===== src/cfcp_pkg.sv =====
// Shared types, constants and helper functions for the class file constant pool parser.
// Used by the front, back and top-level modules; depends on nothing else.
package cfcp_pkg;

    // Default depths of the queue between front and back and of the result queue.
    localparam int MID_QUEUE_DEPTH = 2;
    localparam int OUT_QUEUE_DEPTH = 2;

    localparam logic [31:0] MAGIC_WORD = 32'hCAFEBABE;

    // Result kinds.
    localparam logic [2:0] KIND_HEADER      = 3'd0;
    localparam logic [2:0] KIND_POOL_ENTRY  = 3'd1;
    localparam logic [2:0] KIND_UTF8_BYTE   = 3'd2;
    localparam logic [2:0] KIND_BAD_MAGIC   = 3'd3;
    localparam logic [2:0] KIND_UNKNOWN_TAG = 3'd4;

    // Constant pool tags.
    localparam logic [7:0] TAG_UTF8           = 8'd1;
    localparam logic [7:0] TAG_INTEGER        = 8'd3;
    localparam logic [7:0] TAG_FLOAT          = 8'd4;
    localparam logic [7:0] TAG_LONG           = 8'd5;
    localparam logic [7:0] TAG_DOUBLE         = 8'd6;
    localparam logic [7:0] TAG_CLASS          = 8'd7;
    localparam logic [7:0] TAG_STRING         = 8'd8;
    localparam logic [7:0] TAG_FIELDREF       = 8'd9;
    localparam logic [7:0] TAG_METHODREF      = 8'd10;
    localparam logic [7:0] TAG_IFACE_METHODREF = 8'd11;
    localparam logic [7:0] TAG_NAME_AND_TYPE  = 8'd12;

    // Body length class of a fixed-size entry.
    typedef enum logic [1:0] {
        BODY_NONE = 2'd0,
        BODY_2    = 2'd1,
        BODY_4    = 2'd2,
        BODY_8    = 2'd3
    } body_len_t;

    // One classified input byte, as passed from front to back.
    typedef struct packed {
        logic [7:0] data_byte;
        logic       start_of_file;
        logic       is_utf8;
        body_len_t  body_len;
        logic       two_fields;
    } item_t;

    // One result item.
    typedef struct packed {
        logic [2:0]  result_kind;
        logic [15:0] entry_index;
        logic [7:0]  entry_tag;
        logic [31:0] value_high;
        logic [31:0] value_low;
        logic        last;
    } result_t;

    function automatic body_len_t classify_body(input logic [7:0] tag);
        body_len_t len;
        case (tag)
            TAG_CLASS, TAG_STRING:                   len = BODY_2;
            TAG_INTEGER, TAG_FLOAT, TAG_FIELDREF,
            TAG_METHODREF, TAG_IFACE_METHODREF,
            TAG_NAME_AND_TYPE:                       len = BODY_4;
            TAG_LONG, TAG_DOUBLE:                    len = BODY_8;
            default:                                 len = BODY_NONE;
        endcase
        return len;
    endfunction

    function automatic logic [3:0] body_bytes(input body_len_t len);
        logic [3:0] n;
        unique case (len)
            BODY_2:  n = 4'd2;
            BODY_4:  n = 4'd4;
            BODY_8:  n = 4'd8;
            default: n = 4'd0;
        endcase
        return n;
    endfunction

endpackage


===== src/cfcp_queue.sv =====
// Small first-in first-out queue of fixed-width items, used between front and back
// and in front of the result ports. Depends on nothing else.
module cfcp_queue #(
    parameter int WIDTH = 8,
    parameter int DEPTH = 2     // two or more entries
) (
    input  logic             clk,
    input  logic             rst_n,
    input  logic             push,
    input  logic [WIDTH-1:0] push_data,
    output logic             full,
    input  logic             pop,
    output logic [WIDTH-1:0] pop_data,
    output logic             empty
);

    localparam int PTR_W = $clog2(DEPTH);
    localparam int CNT_W = $clog2(DEPTH + 1);

    logic [WIDTH-1:0] store_reg [DEPTH];
    logic [PTR_W-1:0] wr_ptr_reg, wr_ptr_next;
    logic [PTR_W-1:0] rd_ptr_reg, rd_ptr_next;
    logic [CNT_W-1:0] count_reg, count_next;
    logic             do_push;
    logic             do_pop;

    assign full     = (count_reg == CNT_W'(DEPTH));
    assign empty    = (count_reg == '0);
    assign do_push  = push && !full;
    assign do_pop   = pop && !empty;
    assign pop_data = store_reg[rd_ptr_reg];

    always_comb
    begin
        wr_ptr_next = wr_ptr_reg;
        rd_ptr_next = rd_ptr_reg;
        count_next  = count_reg;
        if (do_push)
        begin
            wr_ptr_next = (wr_ptr_reg == PTR_W'(DEPTH - 1)) ? '0 : wr_ptr_reg + PTR_W'(1);
        end
        if (do_pop)
        begin
            rd_ptr_next = (rd_ptr_reg == PTR_W'(DEPTH - 1)) ? '0 : rd_ptr_reg + PTR_W'(1);
        end
        if (do_push && !do_pop)
        begin
            count_next = count_reg + CNT_W'(1);
        end
        else if (do_pop && !do_push)
        begin
            count_next = count_reg - CNT_W'(1);
        end
    end

    always_ff @(posedge clk or negedge rst_n)
    begin
        if (!rst_n)
        begin
            wr_ptr_reg <= '0;
            rd_ptr_reg <= '0;
            count_reg  <= '0;
        end
        else
        begin
            wr_ptr_reg <= wr_ptr_next;
            rd_ptr_reg <= rd_ptr_next;
            count_reg  <= count_next;
        end
    end

    always_ff @(posedge clk)
    begin
        if (do_push)
        begin
            store_reg[wr_ptr_reg] <= push_data;
        end
    end

endmodule


===== src/cfcp_front.sv =====
// Front end of the parser: takes bytes in and classifies each as a possible tag.
// Depends on cfcp_pkg; feeds the queue in front of cfcp_back.
module cfcp_front (
    input  logic            push,
    input  logic [7:0]      data_byte,
    input  logic            start_of_file,
    output logic            full,
    output logic            mid_push,
    output cfcp_pkg::item_t mid_item,
    input  logic            mid_full
);
    import cfcp_pkg::*;

    body_len_t len;

    // The tag class is worked out for every byte; the back end uses it only
    // when it is waiting for a tag.
    assign len                    = classify_body(data_byte);
    assign mid_item.data_byte     = data_byte;
    assign mid_item.start_of_file = start_of_file;
    assign mid_item.is_utf8       = (data_byte == TAG_UTF8);
    assign mid_item.body_len      = len;
    assign mid_item.two_fields    = (len == BODY_4) && (data_byte >= TAG_FIELDREF);

    assign full     = mid_full;
    assign mid_push = push && !mid_full;

endmodule


===== src/cfcp_back.sv =====
// Back end of the parser: the state machine that walks magic, header and pool entries.
// Depends on cfcp_pkg; reads classified items and writes result items to queues.
module cfcp_back (
    input  logic              clk,
    input  logic              rst_n,
    input  logic              mid_empty,
    input  cfcp_pkg::item_t   mid_item,
    output logic              mid_pop,
    input  logic              out_full,
    output logic              out_push,
    output cfcp_pkg::result_t out_result
);
    import cfcp_pkg::*;

    typedef enum logic [7:0] {
        PH_IDLE   = 8'b0000_0001,
        PH_MAGIC  = 8'b0000_0010,
        PH_HEADER = 8'b0000_0100,
        PH_TAG    = 8'b0000_1000,
        PH_FIELDS = 8'b0001_0000,
        PH_ULEN   = 8'b0010_0000,
        PH_UBYTES = 8'b0100_0000,
        PH_DONE   = 8'b1000_0000
    } phase_t;

    phase_t      phase_reg, phase_next;
    logic [3:0]  byte_count_reg, byte_count_next;
    logic [63:0] field_shift_reg, field_shift_next;
    logic [15:0] pool_count_reg, pool_count_next;
    logic [15:0] current_index_reg, current_index_next;
    logic [7:0]  current_tag_reg, current_tag_next;
    body_len_t   cur_len_reg, cur_len_next;
    logic        cur_pair_reg, cur_pair_next;
    logic [15:0] text_remaining_reg, text_remaining_next;
    logic [15:0] text_offset_reg, text_offset_next;

    logic [63:0] shift_in;
    logic [3:0]  count_inc;
    logic [15:0] remaining_dec;
    logic        emit;
    logic        do_advance;
    logic [1:0]  advance_step;
    logic [16:0] advance_index;
    logic        advance_last;
    result_t     res;

    assign mid_pop       = !mid_empty && !out_full;
    assign shift_in      = {field_shift_reg[55:0], mid_item.data_byte};
    assign count_inc     = byte_count_reg + 4'd1;
    assign remaining_dec = text_remaining_reg - 16'd1;

    always_comb
    begin
        phase_next          = phase_reg;
        byte_count_next     = byte_count_reg;
        field_shift_next    = field_shift_reg;
        pool_count_next     = pool_count_reg;
        current_index_next  = current_index_reg;
        current_tag_next    = current_tag_reg;
        cur_len_next        = cur_len_reg;
        cur_pair_next       = cur_pair_reg;
        text_remaining_next = text_remaining_reg;
        text_offset_next    = text_offset_reg;
        emit                = 1'b0;
        do_advance          = 1'b0;
        advance_step        = 2'd1;
        advance_last        = 1'b0;
        res                 = '0;

        if (mid_pop)
        begin
            if (mid_item.start_of_file)
            begin
                phase_next       = PH_MAGIC;
                byte_count_next  = 4'd1;
                field_shift_next = {56'd0, mid_item.data_byte};
            end
            else
            begin
                unique case (phase_reg)
                    PH_MAGIC:
                    begin
                        field_shift_next = shift_in;
                        byte_count_next  = count_inc;
                        if (count_inc >= 4'd4)
                        begin
                            if (shift_in[31:0] != MAGIC_WORD)
                            begin
                                emit            = 1'b1;
                                res.result_kind = KIND_BAD_MAGIC;
                                res.value_low   = shift_in[31:0];
                                res.last        = 1'b1;
                                phase_next      = PH_IDLE;
                                byte_count_next = 4'd0;
                            end
                            else
                            begin
                                phase_next       = PH_HEADER;
                                byte_count_next  = 4'd0;
                                field_shift_next = '0;
                            end
                        end
                    end
                    PH_HEADER:
                    begin
                        field_shift_next = shift_in;
                        byte_count_next  = count_inc;
                        if (count_inc >= 4'd6)
                        begin
                            // Bytes arrive as minor, major, pool count.
                            pool_count_next    = shift_in[15:0];
                            current_index_next = 16'd1;
                            byte_count_next    = 4'd0;
                            field_shift_next   = '0;
                            emit               = 1'b1;
                            res.result_kind    = KIND_HEADER;
                            res.value_high     = {shift_in[31:16], shift_in[47:32]};
                            res.value_low      = {16'd0, shift_in[15:0]};
                            res.last           = (shift_in[15:0] <= 16'd1);
                            phase_next         = res.last ? PH_DONE : PH_TAG;
                        end
                    end
                    PH_TAG:
                    begin
                        current_tag_next = mid_item.data_byte;
                        cur_len_next     = mid_item.body_len;
                        cur_pair_next    = mid_item.two_fields;
                        byte_count_next  = 4'd0;
                        field_shift_next = '0;
                        if (mid_item.is_utf8)
                        begin
                            phase_next = PH_ULEN;
                        end
                        else if (mid_item.body_len != BODY_NONE)
                        begin
                            phase_next = PH_FIELDS;
                        end
                        else
                        begin
                            emit            = 1'b1;
                            do_advance      = 1'b1;
                            res.result_kind = KIND_UNKNOWN_TAG;
                            res.entry_index = current_index_reg;
                            res.entry_tag   = mid_item.data_byte;
                        end
                    end
                    PH_FIELDS:
                    begin
                        field_shift_next = shift_in;
                        byte_count_next  = count_inc;
                        if (count_inc >= body_bytes(cur_len_reg))
                        begin
                            emit            = 1'b1;
                            do_advance      = 1'b1;
                            res.result_kind = KIND_POOL_ENTRY;
                            res.entry_index = current_index_reg;
                            res.entry_tag   = current_tag_reg;
                            if (cur_len_reg == BODY_8)
                            begin
                                advance_step   = 2'd2;
                                res.value_high = shift_in[63:32];
                                res.value_low  = shift_in[31:0];
                            end
                            else if (cur_pair_reg)
                            begin
                                res.value_high = {16'd0, shift_in[31:16]};
                                res.value_low  = {16'd0, shift_in[15:0]};
                            end
                            else
                            begin
                                res.value_low = shift_in[31:0];
                            end
                        end
                    end
                    PH_ULEN:
                    begin
                        field_shift_next = shift_in;
                        byte_count_next  = count_inc;
                        if (count_inc >= 4'd2)
                        begin
                            text_remaining_next = shift_in[15:0];
                            text_offset_next    = 16'd0;
                            emit                = 1'b1;
                            res.result_kind     = KIND_POOL_ENTRY;
                            res.entry_index     = current_index_reg;
                            res.entry_tag       = TAG_UTF8;
                            res.value_low       = {16'd0, shift_in[15:0]};
                            if (shift_in[15:0] == 16'd0)
                            begin
                                do_advance = 1'b1;
                            end
                            else
                            begin
                                phase_next = PH_UBYTES;
                            end
                        end
                    end
                    PH_UBYTES:
                    begin
                        text_offset_next    = text_offset_reg + 16'd1;
                        text_remaining_next = remaining_dec;
                        emit                = 1'b1;
                        res.result_kind     = KIND_UTF8_BYTE;
                        res.entry_index     = current_index_reg;
                        res.entry_tag       = TAG_UTF8;
                        res.value_high      = {16'd0, text_offset_reg};
                        res.value_low       = {24'd0, mid_item.data_byte};
                        do_advance          = (remaining_dec == 16'd0);
                    end
                    default:
                    begin
                        // Idle or done: the byte is dropped.
                    end
                endcase
            end
        end

        // Step to the next pool index; reaching the count ends the pool.
        advance_index = {1'b0, current_index_reg} + {15'd0, advance_step};
        if (do_advance)
        begin
            current_index_next = advance_index[15:0];
            if (advance_index >= {1'b0, pool_count_reg})
            begin
                phase_next   = PH_DONE;
                advance_last = 1'b1;
            end
            else
            begin
                phase_next       = PH_TAG;
                byte_count_next  = 4'd0;
                field_shift_next = '0;
            end
        end

        out_result      = res;
        out_result.last = res.last | advance_last;
        out_push        = emit;
    end

    always_ff @(posedge clk or negedge rst_n)
    begin
        if (!rst_n)
        begin
            phase_reg          <= PH_IDLE;
            byte_count_reg     <= '0;
            field_shift_reg    <= '0;
            pool_count_reg     <= '0;
            current_index_reg  <= '0;
            current_tag_reg    <= '0;
            cur_len_reg        <= BODY_NONE;
            cur_pair_reg       <= 1'b0;
            text_remaining_reg <= '0;
            text_offset_reg    <= '0;
        end
        else
        begin
            phase_reg          <= phase_next;
            byte_count_reg     <= byte_count_next;
            field_shift_reg    <= field_shift_next;
            pool_count_reg     <= pool_count_next;
            current_index_reg  <= current_index_next;
            current_tag_reg    <= current_tag_next;
            cur_len_reg        <= cur_len_next;
            cur_pair_reg       <= cur_pair_next;
            text_remaining_reg <= text_remaining_next;
            text_offset_reg    <= text_offset_next;
        end
    end

endmodule


===== src/class_file_constant_pool_parser.sv =====
// Top level of the class file constant pool parser: front, back and two queues.
// Depends on cfcp_pkg, cfcp_front, cfcp_queue and cfcp_back.
//
// Usage. The block reads a class file one byte per item on the input queue port:
// an item is taken at a rising edge with push high and full low. Raise
// start_of_file with the first magic byte to begin a file; this restarts the
// parser from any point. Results leave through the output queue port: while
// empty is low the oldest result item is on the result ports, and it is taken at
// an edge with pop high. A result carries the header, a decoded pool entry, one
// Utf8 text byte, a bad magic report or an unknown tag report; last marks the
// result that ends the pool or ends parsing. Bytes after the pool, before any
// start, or after a bad magic are dropped without a result.
// Timing. A byte is registered in the queue between front and back; the back end
// decodes it, and any result is registered in the result queue that drives the ports.
// The parser state is updated once per byte, so the block sustains one byte per cycle while the result queue has room.
// Reset. rst_n clears both queues and leaves the parser idle awaiting a start.
// Stall. If results are not popped the result queue fills, the back end stops,
// the queue between front and back fills, and full rises; nothing is lost.
module class_file_constant_pool_parser #(
    parameter int MID_DEPTH = cfcp_pkg::MID_QUEUE_DEPTH,
    parameter int OUT_DEPTH = cfcp_pkg::OUT_QUEUE_DEPTH
) (
    input  logic        clk,
    input  logic        rst_n,
    input  logic        push,
    output logic        full,
    input  logic [7:0]  data_byte,
    input  logic        start_of_file,
    output logic        empty,
    input  logic        pop,
    output logic [2:0]  result_kind,
    output logic [15:0] entry_index,
    output logic [7:0]  entry_tag,
    output logic [31:0] value_high,
    output logic [31:0] value_low,
    output logic        last
);
    import cfcp_pkg::*;

    localparam int ITEM_W   = $bits(item_t);
    localparam int RESULT_W = $bits(result_t);

    // Front to queue.
    logic    mid_push;
    item_t   mid_in;
    logic    mid_full;
    // Queue to back.
    logic    mid_pop;
    item_t   mid_out;
    logic    mid_empty;
    // Back to result queue.
    logic    out_push;
    result_t out_in;
    logic    out_full;
    result_t out_head;

    cfcp_front u_front (
        .push          (push),
        .data_byte     (data_byte),
        .start_of_file (start_of_file),
        .full          (full),
        .mid_push      (mid_push),
        .mid_item      (mid_in),
        .mid_full      (mid_full)
    );

    // The queue between front and back absorbs stalls on the result side.
    cfcp_queue #(
        .WIDTH (ITEM_W),
        .DEPTH (MID_DEPTH)
    ) u_mid_queue (
        .clk       (clk),
        .rst_n     (rst_n),
        .push      (mid_push),
        .push_data (mid_in),
        .full      (mid_full),
        .pop       (mid_pop),
        .pop_data  (mid_out),
        .empty     (mid_empty)
    );

    cfcp_back u_back (
        .clk        (clk),
        .rst_n      (rst_n),
        .mid_empty  (mid_empty),
        .mid_item   (mid_out),
        .mid_pop    (mid_pop),
        .out_full   (out_full),
        .out_push   (out_push),
        .out_result (out_in)
    );

    // Result queue: the receiver sees its head on the result ports.
    cfcp_queue #(
        .WIDTH (RESULT_W),
        .DEPTH (OUT_DEPTH)
    ) u_out_queue (
        .clk       (clk),
        .rst_n     (rst_n),
        .push      (out_push),
        .push_data (out_in),
        .full      (out_full),
        .pop       (pop),
        .pop_data  (out_head),
        .empty     (empty)
    );

    assign result_kind = out_head.result_kind;
    assign entry_index = out_head.entry_index;
    assign entry_tag   = out_head.entry_tag;
    assign value_high  = out_head.value_high;
    assign value_low   = out_head.value_low;
    assign last        = out_head.last;

`ifndef SYNTHESIS
    // The back end only writes a result when the result queue has room.
    assert property (@(posedge clk) disable iff (!rst_n) out_push |-> !out_full)
        else $error("result written into a full result queue");

    // A bad magic report always ends parsing.
    assert property (@(posedge clk) disable iff (!rst_n)
        (!empty && result_kind == KIND_BAD_MAGIC) |-> last)
        else $error("bad magic report without last");

    // Header and bad magic results carry neither index nor tag.
    assert property (@(posedge clk) disable iff (!rst_n)
        (!empty && (result_kind == KIND_HEADER || result_kind == KIND_BAD_MAGIC))
        |-> (entry_index == 16'd0 && entry_tag == 8'd0))
        else $error("header or bad magic result with index or tag set");

    // Text bytes belong to Utf8 entries only.
    assert property (@(posedge clk) disable iff (!rst_n)
        (!empty && result_kind == KIND_UTF8_BYTE) |-> entry_tag == TAG_UTF8)
        else $error("text byte result outside a Utf8 entry");
`endif

endmodule

===== config.mk =====
export PLATFORM = sky130hd
export DESIGN_NAME = class_file_constant_pool_parser
export DESIGN_NICKNAME = d
export VERILOG_FILES = /design/src/cfcp_pkg.sv /design/src/cfcp_queue.sv /design/src/cfcp_front.sv /design/src/cfcp_back.sv /design/src/class_file_constant_pool_parser.sv
export SDC_FILE = /design/constraint.sdc
export NUM_CORES = 1
export LEC_CHECK = 0
export ABC_AREA = 1
export BUFFER_PORTS_ARGS = -buffer_cell sky130_fd_sc_hd__buf_2
export CAP_MARGIN = 10
export CORE_MARGIN = 2
export CORE_UTILIZATION = 53
export DETAILED_ROUTE_END_ITERATION = 10
export PLACE_DENSITY = 0.81
export SLEW_MARGIN = 20
export SYNTH_ARGS = -nofsm -noshare
export SYNTH_HDL_FRONTEND = slang
export SYNTH_HIERARCHICAL = 1
export SYNTH_SLANG_ARGS = --single-unit

===== constraint.sdc =====
create_clock -name clk -period 10.93 [get_ports clk]
set_input_delay 0 -clock clk [delete_from_list [all_inputs] [get_ports clk]]
set_output_delay 0 -clock clk [all_outputs]
set_load 0.01 [all_outputs]

==> results by stage <==
Run status:
- The flow ran to the end, and the final reports show no timing, DRC or antenna violations.

Logic synthesis:
- The top cell type's share of synthesized area is 0.333.
- In the synthesized netlist the dominant register cell turns out to be sky130_fd_sc_hd__edfxtp_1.
- The count of flip-flops with a built-in enable after synthesis is 210.
- In the synthesized netlist, the cells that appear most often are sky130_fd_sc_hd__nand2_1, sky130_fd_sc_hd__edfxtp_1, sky130_fd_sc_hd__inv_1.
- The netlist area before placement is 18900 um2.
- By area, the combinational part of the netlist is dominated by simple AND/OR/NAND/NOR gates.
- The share of synthesized registers carrying an async set or reset is 0.418.
- The post-synthesis share of cell area spent on and, or, nand and nor gates is 0.298.
- The adder-cell area share of the yosys netlist is 0.0182.
- The fraction of the mapped netlist area in compound gates is 0.0665.
- The distinct cell type count after synthesis is between 60 and 70.
- By instance count, the leading cell after synthesis is sky130_fd_sc_hd__nand2_1.
- The share of the Yosys chip area taken by registers is 0.533.
- The total of warnings raised by yosys is 6.
- Of the post-synthesis cell area, the part taken by muxes is 0.000529.
- The dominant cell type by area after synthesis is sky130_fd_sc_hd__edfxtp_1.
- The number of instances in the synthesized netlist is 2220.
- By area the synthesized netlist is led by sky130_fd_sc_hd__edfxtp_1, sky130_fd_sc_hd__dfrtp_1, sky130_fd_sc_hd__nand2_1.
- The number of nets handed over by synthesis was about 2300.
- The xor and xnor area share after synthesis is 0.00832.
- The mean instance size in the synthesized netlist is ~8.5 um2.
- Counting flops and latches in the post-synthesis netlist gives roughly 360.

STA:
- The headroom to the max-slew limit is 0.274.
- The post-route clock period utilization is 0.619.
- Timing would allow up to between 100 and 150 MHz.
- Setup violations remaining at the end of the flow were counted as 0.
- The routed design could run at a clock period as short as approximately 6.8 ns.
- The total count of hold-check failures in the final report is 0.
- For the final routed database, the setup TNS stands at 0 ns.
- The max-slew violation count is 0.
- Setup repair after global routing left no endpoint under its margin.
- Between clock sinks in the finished design, the worst skew comes to about 0.014 ns.
- The slew of the pin with the lowest slew margin is 1.09 ns.

Critical path:
- The data required time of the worst path is approximately 11 ns.
- In this run the critical register-to-register path is launched from u_out_queue/count_reg[1]$_DFFE_PN0P_.
- The origin of the worst setup path is u_out_queue/count_reg[1]$_DFFE_PN0P_.
- The worst setup path endpoint is u_back/field_shift_reg[29]$_DFF_PN0_.
- The capture instance of the worst register-to-register path is u_back/field_shift_reg[29]$_DFF_PN0_.
- The critical path's slowest cell is sky130_fd_sc_hd__buf_4.
- The maximum net fanout on the critical path is 66.
- The critical setup path kind is reg2reg.
- STA puts the critical path data arrival time at just over 7 ns.
- The kind of end point of the critical path is a flip-flop.
- Counting stages on the worst path, the most repeated cell is sky130_fd_sc_hd__nor2_1.
- The largest single stage delay on the critical path is ~0.80 ns.
- Counting cells, the worst reg-to-reg path comes to 29.
- The worst setup path is launched from a flip-flop.
- Across all register-to-register paths, the minimum setup slack is roughly 4.2 ns.

Place:
- The routability congestion estimate from global placement is 0.980.
- The standard cell area after detailed placement is slightly below 20000 um2.
- The number of placed cells counting well taps is roughly 2700.
- The HPWL after detailed placement is between 30000 and 40000 um.
- The quantity of I/O buffers inserted on ports is about 110.

CTS:
- The clock insertion delay at the later pin of the skew report is roughly 0.54 ns.
- In this run, post-CTS repair resized a total of 0 instances.
- In this run the number of H-tree levels came out at 2.
- The TritonCTS clock tree is yes.
- In this run the clock root is driven by a sky130_fd_sc_hd__clkbuf_16.
- The largest buffer count on any clock path is 3.
- Clock tree synthesis found a total of ~360 sinks.
- The clock-pin slew reported for the worst setup and hold paths after clock tree synthesis is around 0.06 ns.
- Buffers inserted during clock tree synthesis total 38.

Floorplan:
- In this run the standard cell core region covers 35400 um2.
- The cell row count is slightly below 70.
- Measured along the y axis, the die boundary spans between 150 and 200 um.
- Measured along the x axis, the die boundary spans around 190 um.
- The effective utilization at floorplan is 0.535.
- The die area is 37300 um2.
- The total I/O pin count is approximately 110.

Finish:
- The number of inserted filler cells in the final layout is roughly 2900.
- For this run, the number of standard cells in the final layout without fillers is about 2800.
- The number of diodes added for antenna fixing is 0.
- The final layout contains between 2000 and 2500 nets.
- The area overhead of the layout relative to synthesis is 10.8%.
- Once layout is done, the placed cells without fillers occupy 21000 um2.
- The number of flip-flops under the largest register name is between 150 and 200.
- The ratio of cells with drive above 1 in the final layout is 0.147.

Routing:
- The per-cell routed wire length is approximately 17 um.
- The post-route antenna net violation count is 0.
- The count of vias placed by the detailed router is between 15000 and 20000.
- The first detailed-routing pass ran for 6 iterations.
- The ratio of routed vias to standard cells is around 5.5.
- The final layout contains routed wiring with a total length of 48100 um.
- The DRC marker count from the first detailed-route iteration is about 1900.
- For this run, design rule violations remaining after detail routing come to 0.

Pwr:
- Of the total power, the share spent switching nets is 0.387.
- In this run the static leakage power is 9.83 nW.
- The clock network power share is 0.283.
- The sequential share of power is 0.365.
- VDD sags by at most around 0.00020 V.
- The switching component of the power is between 0.0015 and 0.002 W.
- In this run the power density over the cells is ~220 nW/um2.
- Internal power comes to 0.00282 W.
- The fraction of power consumed by combinational cells is 0.352.
- The total power of the final layout is around 0.0046 W.

GRT:
- The maximum number of pins on one net before global-route repair is between 90 and 100.
- The global-route wire length before repair is around 75000 um.
- The combined global-route utilization of all metal layers is 0.257.
- The initial antenna violation count was 0.
- The aggregate global routing overflow is 0.
- The via count of the first global-routing pass came to 14600.

Worst hold path:
- The kind of path behind the tightest hold check is in2async.

Run:
- The tool flagged a number of max-cap violations equal to 0.
## final cells by class
cell class | instances | area [um2] | share of cell area
clock inverter | 13 | 143 | 0.00680
inverter | 217 | 831 | 0.0396
tap | 461 | 577 | 0.0275
timing repair buffer | 131 | 778 | 0.0371
clock buffer | 57 | 1120 | 0.0532
sequential | 361 | 10100 | 0.481
multi-input combinational | 1546 | 7450 | 0.355
## per-layer routing
layer  share of wire  global-route usage  vias up  wire (um)
met4           0.026              0.0825        0       1270
met5               0                   0        -          0
met1            0.42               0.358     7200      20100
li1                -                   -     7332          -
met3            0.11              0.0615      118       5220
met2            0.45               0.400      807      21500
## per-stage QoR
step | utilization | hold slack [ns] | setup WS, ns
after floorplan | - | -0.296 | 4.55
after global placement | 0.553 | 0.164 | 4.45
after detailed placement | 0.553 | 0.167 | 4.28
after CTS | 0.592 | 0.182 | 4.23
after global routing | 0.593 | 0.197 | 3.71
final | 0.593 | 0.132 | 4.17
## cell families (layout without fill, tap and decap cells)
kind of cell | count (synthesis) | in the layout
fa+ha+maj | 27 | 27
compound gates | 204 | 204
buf+inv | 313 | 418
flops | 361 | 361
mux | 1 | 1
simple gates | 1296 | 1296
xor+xnor | 18 | 18
## power groups by stage
stage | Sequential [W] | Clock (W) | Combinational [W]
2_1_floorplan | 0.00166 | 0 | 0.00119
3_3_place_gp | 0.00169 | 0 | 0.00155
3_5_place_dp | 0.00170 | 0 | 0.00158
4_1_cts | 0.00167 | 0.00132 | 0.00160
5_1_grt | 0.00169 | 0.00138 | 0.00181
6_report | 0.00168 | 0.00130 | 0.00162
## critical path: cells and delay by family, from the launching register on
kind	cells	cell delay (ns)
XOR/XNOR	1	0.20
AO/OA/AOI/OAI	2	0.31
adder cells (fa/ha/maj)	3	0.93
AND/OR/NAND/NOR	16	2.24
flip-flops	1	0.41
buffers and inverters	7	2.43
## placed cells by master (no fill, tap or decap), types with 14 or more instances in the layout
cell type / instances
sky130_fd_sc_hd__a21oi_1: 54
sky130_fd_sc_hd__buf_2: 105
sky130_fd_sc_hd__clkbuf_16: 41
sky130_fd_sc_hd__dfrtp_1: 149
sky130_fd_sc_hd__edfxtp_1: 210
sky130_fd_sc_hd__ha_1: 26
sky130_fd_sc_hd__inv_1: 197
sky130_fd_sc_hd__inv_2: 16
sky130_fd_sc_hd__nand2_1: 923
sky130_fd_sc_hd__nand3_1: 63
sky130_fd_sc_hd__nand4_1: 27
sky130_fd_sc_hd__nor2_1: 90
sky130_fd_sc_hd__nor2_2: 64
sky130_fd_sc_hd__nor3_1: 47
sky130_fd_sc_hd__o21ai_0: 48
sky130_fd_sc_hd__o21ai_1: 14
sky130_fd_sc_hd__o22ai_1: 18
sky130_fd_sc_hd__or2_2: 23
sky130_fd_sc_hd__xor2_1: 14
## worst min-delay path by stage
| stage | startpoint | endpoint | slack (ns) |
|---|---|---|---|
| 3_5_place_dp | rst_n | u_back/text_remaining_reg[6]$_DFFE_PN0P_ | 0.17 |
| 3_3_place_gp | rst_n | u_back/text_remaining_reg[5]$_DFFE_PN0P_ | 0.16 |
| 5_1_grt | rst_n | u_back/text_remaining_reg[6]$_DFFE_PN0P_ | 0.20 |
| 6_report | rst_n | u_back/text_remaining_reg[6]$_DFFE_PN0P_ | 0.13 |
| 4_1_cts | rst_n | u_back/text_remaining_reg[0]$_DFFE_PN0P_ | 0.18 |
| 2_1_floorplan | rst_n | u_back/byte_count_reg[0]$_DFF_PN0_ | -0.30 |
## timing repair
action                    CTS  global route
hold endpoints to repair  120             0
setup buffers               0             0
hold buffers               12             0
(Power assumes the default switching activity.)
